==> config.mk <==
export PLATFORM = sky130hd
export DESIGN_NAME = urc_back
export DESIGN_NICKNAME = d
export VERILOG_FILES = /design/src/rtl/core/urc_pkg.sv /design/src/rtl/core/urc_back.sv
export SDC_FILE = /design/constraint.sdc
export NUM_CORES = 1
export LEC_CHECK = 0
export ABC_AREA = 1
export BUFFER_PORTS_ARGS = -buffer_cell sky130_fd_sc_hd__buf_4
export CAP_MARGIN = 25
export CORE_MARGIN = 2
export CORE_UTILIZATION = 47
export CTS_BUF_LIST = sky130_fd_sc_hd__clkbuf_4
export CTS_CLUSTER_SIZE = 10
export DETAILED_ROUTE_END_ITERATION = 8
export PLACE_DENSITY_LB_ADDON = 0.08
export SLEW_MARGIN = 20
export SYNTH_ARGS = -nofsm -noshare
export SYNTH_HDL_FRONTEND = slang
export SYNTH_SLANG_ARGS = --single-unit
==> constraint.sdc <==
create_clock -name clk -period 23.5 [get_ports clk]
set_input_delay 1.175 -clock clk [delete_from_list [all_inputs] [get_ports clk]]
set_output_delay 1.175 -clock clk [all_outputs]
set_load 0.02 [all_outputs]
==> src/rtl/core/urc_pkg.sv <==
// ----------------------------------------------------------------------------
// urc_pkg: shared types and constants of the UDP receive checker
// Segment summary passed from front to back, verdict codes, register
// indexes and the one's-complement add.
// ----------------------------------------------------------------------------
package urc_pkg;

	localparam int MAX_SEGMENT_BYTES = 2048;
	localparam int NUM_PORT_SLOTS    = 6;
	localparam int HDR_BYTES         = 8;
	localparam int UDP_PROTOCOL      = 17;

	// count saturates at MAX_SEGMENT_BYTES + 1
	localparam int CNT_W     = $clog2(MAX_SEGMENT_BYTES + 2);
	localparam int PLEN_W    = 11;
	localparam int SLOT_W    = 3;
	localparam int CFG_IDX_W = 3;
	localparam int CFG_DATA_W = 32;

	localparam int FIFO_DEPTH = 4;
	localparam int FIFO_AW    = $clog2(FIFO_DEPTH);

	// header field selected by byte position bits [2:1]
	localparam logic [1:0] HDR_SRC = 2'd0;
	localparam logic [1:0] HDR_DST = 2'd1;
	localparam logic [1:0] HDR_LEN = 2'd2;
	localparam logic [1:0] HDR_CHK = 2'd3;

	typedef enum logic [2:0] {
		VERDICT_DELIVERED = 3'd0,
		VERDICT_TOO_SHORT = 3'd1,
		VERDICT_LEN_ERROR = 3'd2,
		VERDICT_BAD_CSUM  = 3'd3,
		VERDICT_PORT_UNR  = 3'd4
	} verdict_t;

	typedef enum logic [CFG_IDX_W-1:0] {
		CFG_LOCAL_IP    = 3'd0,
		CFG_OPEN_PORT_0 = 3'd1
	} cfg_idx_t;

	typedef struct packed {
		logic [CNT_W-1:0] len;
		logic [15:0]      sum;
		logic [7:0]       held;
		logic [15:0]      source_port;
		logic [15:0]      dest_port;
		logic [15:0]      hdr_length;
		logic [15:0]      hdr_checksum;
		logic [31:0]      sender;
	} seg_sum_t;

	typedef struct packed {
		logic [31:0]                     local_ip;
		logic [NUM_PORT_SLOTS-1:0][15:0] ports;
	} urc_cfg_t;

	function automatic logic [15:0] add16(input logic [15:0] a, input logic [15:0] b);
		logic [16:0] s;
		s = {1'b0, a} + {1'b0, b};
		return s[15:0] + {15'd0, s[16]};
	endfunction

endpackage

==> src/rtl/core/urc_back.sv <==
// ----------------------------------------------------------------------------
// urc_back: verdict pipeline
// Folds the pseudo-header into the sum over three stages, searches the open
// ports and registers one result per segment.
// ----------------------------------------------------------------------------
module urc_back import urc_pkg::*; (
	input  logic              clk,
	input  logic              arst_n,
	input  urc_cfg_t          cfg,
	input  seg_sum_t          head,
	input  logic              empty,
	output logic              pop,
	output logic              out_valid,
	input  logic              out_ready,
	output logic [2:0]        verdict,
	output logic [15:0]       source_port,
	output logic [15:0]       dest_port,
	output logic [PLEN_W-1:0] payload_len,
	output logic [SLOT_W-1:0] port_slot
);

	logic adv;
	logic v_s1, v_s2, v_s3, out_valid_q;
	seg_sum_t rec_s1, rec_s2, rec_s3;
	logic [15:0] sum_s2, sum_s3;
	logic        hit_s3;
	logic [SLOT_W-1:0] slot_s3;

	logic [15:0] pad, sum1, sum2, fin;
	logic        hit;
	logic [SLOT_W-1:0] slot;
	logic [CNT_W-1:0]  body_len;
	verdict_t          verdict_d;
	logic [15:0]       sp_d, dp_d;
	logic [PLEN_W-1:0] plen_d;
	logic [SLOT_W-1:0] slot_d;

	logic [2:0]        verdict_q;
	logic [15:0]       sp_q, dp_q;
	logic [PLEN_W-1:0] plen_q;
	logic [SLOT_W-1:0] slot_q;

	// whole pipeline moves together; output register frees it
	assign adv = !out_valid_q || out_ready;
	assign pop = adv && !empty;

	// stage 1: odd-byte pad, sender high word, protocol
	assign pad  = rec_s1.len[0] ? {rec_s1.held, 8'h00} : 16'h0000;
	assign sum1 = add16(add16(add16(rec_s1.sum, pad), rec_s1.sender[31:16]),
		16'(UDP_PROTOCOL));

	// stage 2: sender low word, local address high word, port search
	assign sum2 = add16(add16(sum_s2, rec_s2.sender[15:0]), cfg.local_ip[31:16]);

	always_comb begin
		hit  = 1'b0;
		slot = '0;
		for (int i = NUM_PORT_SLOTS - 1; i >= 0; i--) begin
			if (cfg.ports[i] != 16'h0000 && cfg.ports[i] == rec_s2.dest_port) begin
				hit  = 1'b1;
				slot = SLOT_W'(i);
			end
		end
	end

	// stage 3: local address low word, received length, verdict
	assign fin      = add16(add16(sum_s3, cfg.local_ip[15:0]), 16'(rec_s3.len));
	assign body_len = rec_s3.len - CNT_W'(HDR_BYTES);

	always_comb begin
		verdict_d = VERDICT_DELIVERED;
		sp_d      = rec_s3.source_port;
		dp_d      = rec_s3.dest_port;
		plen_d    = '0;
		slot_d    = '0;
		priority if (rec_s3.len < CNT_W'(HDR_BYTES)) begin
			verdict_d = VERDICT_TOO_SHORT;
			sp_d      = '0;
			dp_d      = '0;
		end else if (rec_s3.len > CNT_W'(MAX_SEGMENT_BYTES)) begin
			verdict_d = VERDICT_LEN_ERROR;
		end else begin
			plen_d = body_len[PLEN_W-1:0];
			priority if ({16'd0, rec_s3.len} < {{CNT_W{1'b0}}, rec_s3.hdr_length}) begin
				verdict_d = VERDICT_LEN_ERROR;
			end else if (~fin != rec_s3.hdr_checksum) begin
				verdict_d = VERDICT_BAD_CSUM;
			end else if (hit_s3) begin
				verdict_d = VERDICT_DELIVERED;
				slot_d    = slot_s3;
			end else begin
				verdict_d = VERDICT_PORT_UNR;
			end
		end
	end

	always_ff @(posedge clk) begin
		if (adv) begin
			rec_s1    <= head;
			rec_s2    <= rec_s1;
			sum_s2    <= sum1;
			rec_s3    <= rec_s2;
			sum_s3    <= sum2;
			hit_s3    <= hit;
			slot_s3   <= slot;
			verdict_q <= verdict_d;
			sp_q      <= sp_d;
			dp_q      <= dp_d;
			plen_q    <= plen_d;
			slot_q    <= slot_d;
		end
	end

	always_ff @(posedge clk or negedge arst_n) begin
		if (!arst_n) begin
			v_s1        <= 1'b0;
			v_s2        <= 1'b0;
			v_s3        <= 1'b0;
			out_valid_q <= 1'b0;
		end else if (adv) begin
			v_s1        <= !empty;
			v_s2        <= v_s1;
			v_s3        <= v_s2;
			out_valid_q <= v_s3;
		end
	end

	assign out_valid   = out_valid_q;
	assign verdict     = verdict_q;
	assign source_port = sp_q;
	assign dest_port   = dp_q;
	assign payload_len = plen_q;
	assign port_slot   = slot_q;

endmodule

==> impl_metrics.json <==
{
  "ir_drop_v": 0.00008562,
  "clock.fmax_ghz": 0.1146,
  "wl_per_cell_um": 15.64,
  "routed_wl_um": 50080,
  "period_needed_ps": 8724,
  "finalCritPeriodShare": 0.3713,
  "core_mm2": 0.04432,
  "setup_viol": 0,
  "status": "completed",
  "cp_max_fo": 9,
  "slew-limit-headroom": 0.3358,
  "synth_top_area_frac": 0.5470,
  "first_pass_iters": 5,
  "antenna_found_initial": 7,
  "maxCapViolCount": 0,
  "cts.hold.buffers_added": 0,
  "p_leak_nw": 11.73,
  "synth-seq-area-share": 0.5517,
  "synthesis.nets": 2508,
  "grt_pass1_vias": 15270,
  "fin_cells": 3201,
  "criticalPathCategory": "flip-flop to flip-flop",
  "grt-ovfl-total": 0,
  "rsz0062_at_grt": "no",
  "endpoint_kind": "flip-flop",
  "drc": 0,
  "synthTopCellsByArea": "edfxtp_1 55%, nand2_1 8.0%, ha_1 6.7%",
  "avgSynthCellArea_um2": 9.947,
  "path_clk_slew_ps": 60,
  "reg2regPathDepth": 60,
  "p_per_area_mw_per_mm2": 157.1,
  "vias": 15610,
  "nets": 2917,
  "drive_gt1_frac": 0.2093,
  "post_cts_resized": 0,
  "critPathLaunchType": "flip-flop",
  "synth_edf_count": 385,
  "synth-seq-cells": 389,
  "gp_congestion": 0.9059,
  "synthesis.yosys.warnings": 0,
  "worstMarginPinSlew_ps": 996.4,
  "cp_common_cell": "nand2_1",
  "setup_tns_ps": 0,
  "whs_ps": 177.8,
  "cts_sinks": 389,
  "finClkSkew_ps": 56.12,
  "cpPeakStageDelay_ps": 480,
  "rows": 77,
  "synthCells": 2125,
  "start_util": 0.4769,
  "worst_path_max_delay_cell": "edfxtp_1",
  "slew_viol_final": 0,
  "hold_path.class": "input port to async pin",
  "hpwlAfterDp_um": 38930,
  "power_w": 0.004005,
  "final-hold-violation-count": 0,
  "cts_setup_buffers": 0,
  "fin_ws_ps": 14780,
  "required_ps": 24050,
  "arrival_ps": 9280,
  "dieArea_mm2": 0.04668,
  "grt_max_degree": 145,
  "ys_async_sr_fraction": 0.01028,
  "pre_cts_ws_ps": 14790,
  "place.port_buffers": 314,
  "clock_path_buffers": 3,
  "netlist_area_mm2": 0.02114,
  "multi_input_area_mm2": 0.008147,
  "seq_area_mm2": 0.01166,
  "track_usage": 0.2143,
  "cts_root_buf": "clkbuf_4",
  "die_y_um": 216.1,
  "fillers": 3902,
  "synth_ff_type": "edfxtp_1",
  "placed_cells": 3020,
  "drtIter0Drc": 926,
  "synth_top_cell_by_area": "edfxtp_1",
  "die_x_um": 216.1,
  "ios": 315,
  "synth.distinct_cells": 54,
  "grt_pass1_wl_um": 77780,
  "syn_to_final_growth_pct": 20.64,
  "htree_levels": 3,
  "clock_latency_ps": 830,
  "cts_tree": "done",
  "viasPerCell": 4.876,
  "cts_made_buffers": 103,
  "antenna_left": 0
}
==> final cells by class <==
type / instances / share of cell area
inverter: 338 / 0.05005
clock inverter: 28 / 0.005643
clock buffer: 147 / 0.04328
tap: 592 / 0.02905
timing repair buffer: 319 / 0.09470
antenna: 5 / 0.0004907
sequential: 389 / 0.4573
multi-input combinational: 1383 / 0.3195
==> kinds of logic (layout without fill, tap and decap cells) <==
logic type,count (synthesis),in the layout,share of synthesized area
AO/OA/AOI/OAI,170,170,0.04706
XOR/XNOR,170,170,0.07305
adder cells (fa/ha/maj),119,119,0.07257
buffers and inverters,353,832,0.06287
flip-flops,389,389,0.5517
other,0,5,0
AND/OR/NAND/NOR,924,924,0.1927
==> flip-flops by register name (all words and copies together), names as in the netlist <==
name         count
sum_s2          16
rec_s3          76
v_s1             1
out_valid        1
v_s2             1
dest_port       16
payload_len     11
hit_s3           1
v_s3             1
rec_s1         132
port_slot        3
source_port     16
slot_s3          3
rec_s2          92
sum_s3          16
verdict          3
==> worst max-delay path: cells and delay by family, from the launching register on <==
family | cells | cell delay, ps
and+or+nand+nor | 35 | 4280
adders and majority gates | 8 | 1750
AOI/OAI and AO/OA | 9 | 1450
DFF | 1 | 480
buffers and inverters | 7 | 380
xor gates and xnor gates | 1 | 140
==> final timing paths <==
kind,start,end,slack [ps]
setup / recovery,rec_s1[120],sum_s2[14],14780
hold / removal,arst_n,v_s1,180
setup reg to reg,rec_s1[120],sum_s2[14],14780
hold reg to reg,rec_s1[127],rec_s2[127],390
max in group asynchronous,arst_n,out_valid,23220
min in group clk,rec_s1[127],rec_s2[127],390
==> power breakdown <==
| part | internal, W | switching (W) | leakage [nW] |
|---|---|---|---|
| clock | 0.000288 | 0.000268 | 0.757 |
| combinational | 0.000795 | 0.00145 | 7.00 |
| sequential | 0.00109 | 0.000107 | 3.97 |
| total | 0.00218 | 0.00183 | 11.7 |
==> layer usage <==
metal	routed length, µm	share of wire	global-route usage	up-vias
met5	40	0.00080	0	-
met4	1299	0.026	0.07648	6
met3	2845	0.057	0.05586	85
met2	23870	0.48	0.3500	374
met1	22030	0.44	0.2764	7089
li1	-	-	-	8055
==> cell usage after synthesis (3+ instances only) <==
cell type	count
a2111oi_0	3
a21o_1	7
a21oi_1	81
a221oi_1	5
clkbuf_1	12
dfrtp_1	4
edfxtp_1	385
fa_1	6
ha_1	113
inv_1	321
inv_2	16
nand2_1	449
nand2_2	9
nand3_1	123
nand3_2	3
nand3b_1	13
nand4_1	47
nor2_1	181
nor2_2	13
nor3_1	21
nor4_1	40
o211ai_1	3
o21ai_0	24
o21ai_1	11
o21bai_1	10
o22ai_1	14
or2_2	13
xnor2_1	58
xor2_1	107
xor2_2	3
==> per-stage QoR <==
step,cell area (µm²),utilization
6_report,25500,0.5754
2_1_floorplan,21140,-
4_1_cts,25460,0.5745
3_5_place_dp,24210,0.5463
5_1_grt,25500,0.5753
3_3_place_gp,24210,0.5463
==> cells in the final DEF, fill, tap and decap left out, drive strengths merged, types with 23 or more instances in the layout <==
cell type / n
inv: 341
clkbuf: 147
buf: 319
ha: 113
xor2: 111
o21ai: 35
a21oi: 81
nand4: 47
nand2: 458
nor3: 23
nor2: 196
clkinv: 25
nand3: 126
xnor2: 58
edfxtp: 385
nor4: 40
No activity file was read; power rests on OpenSTA's default activity.
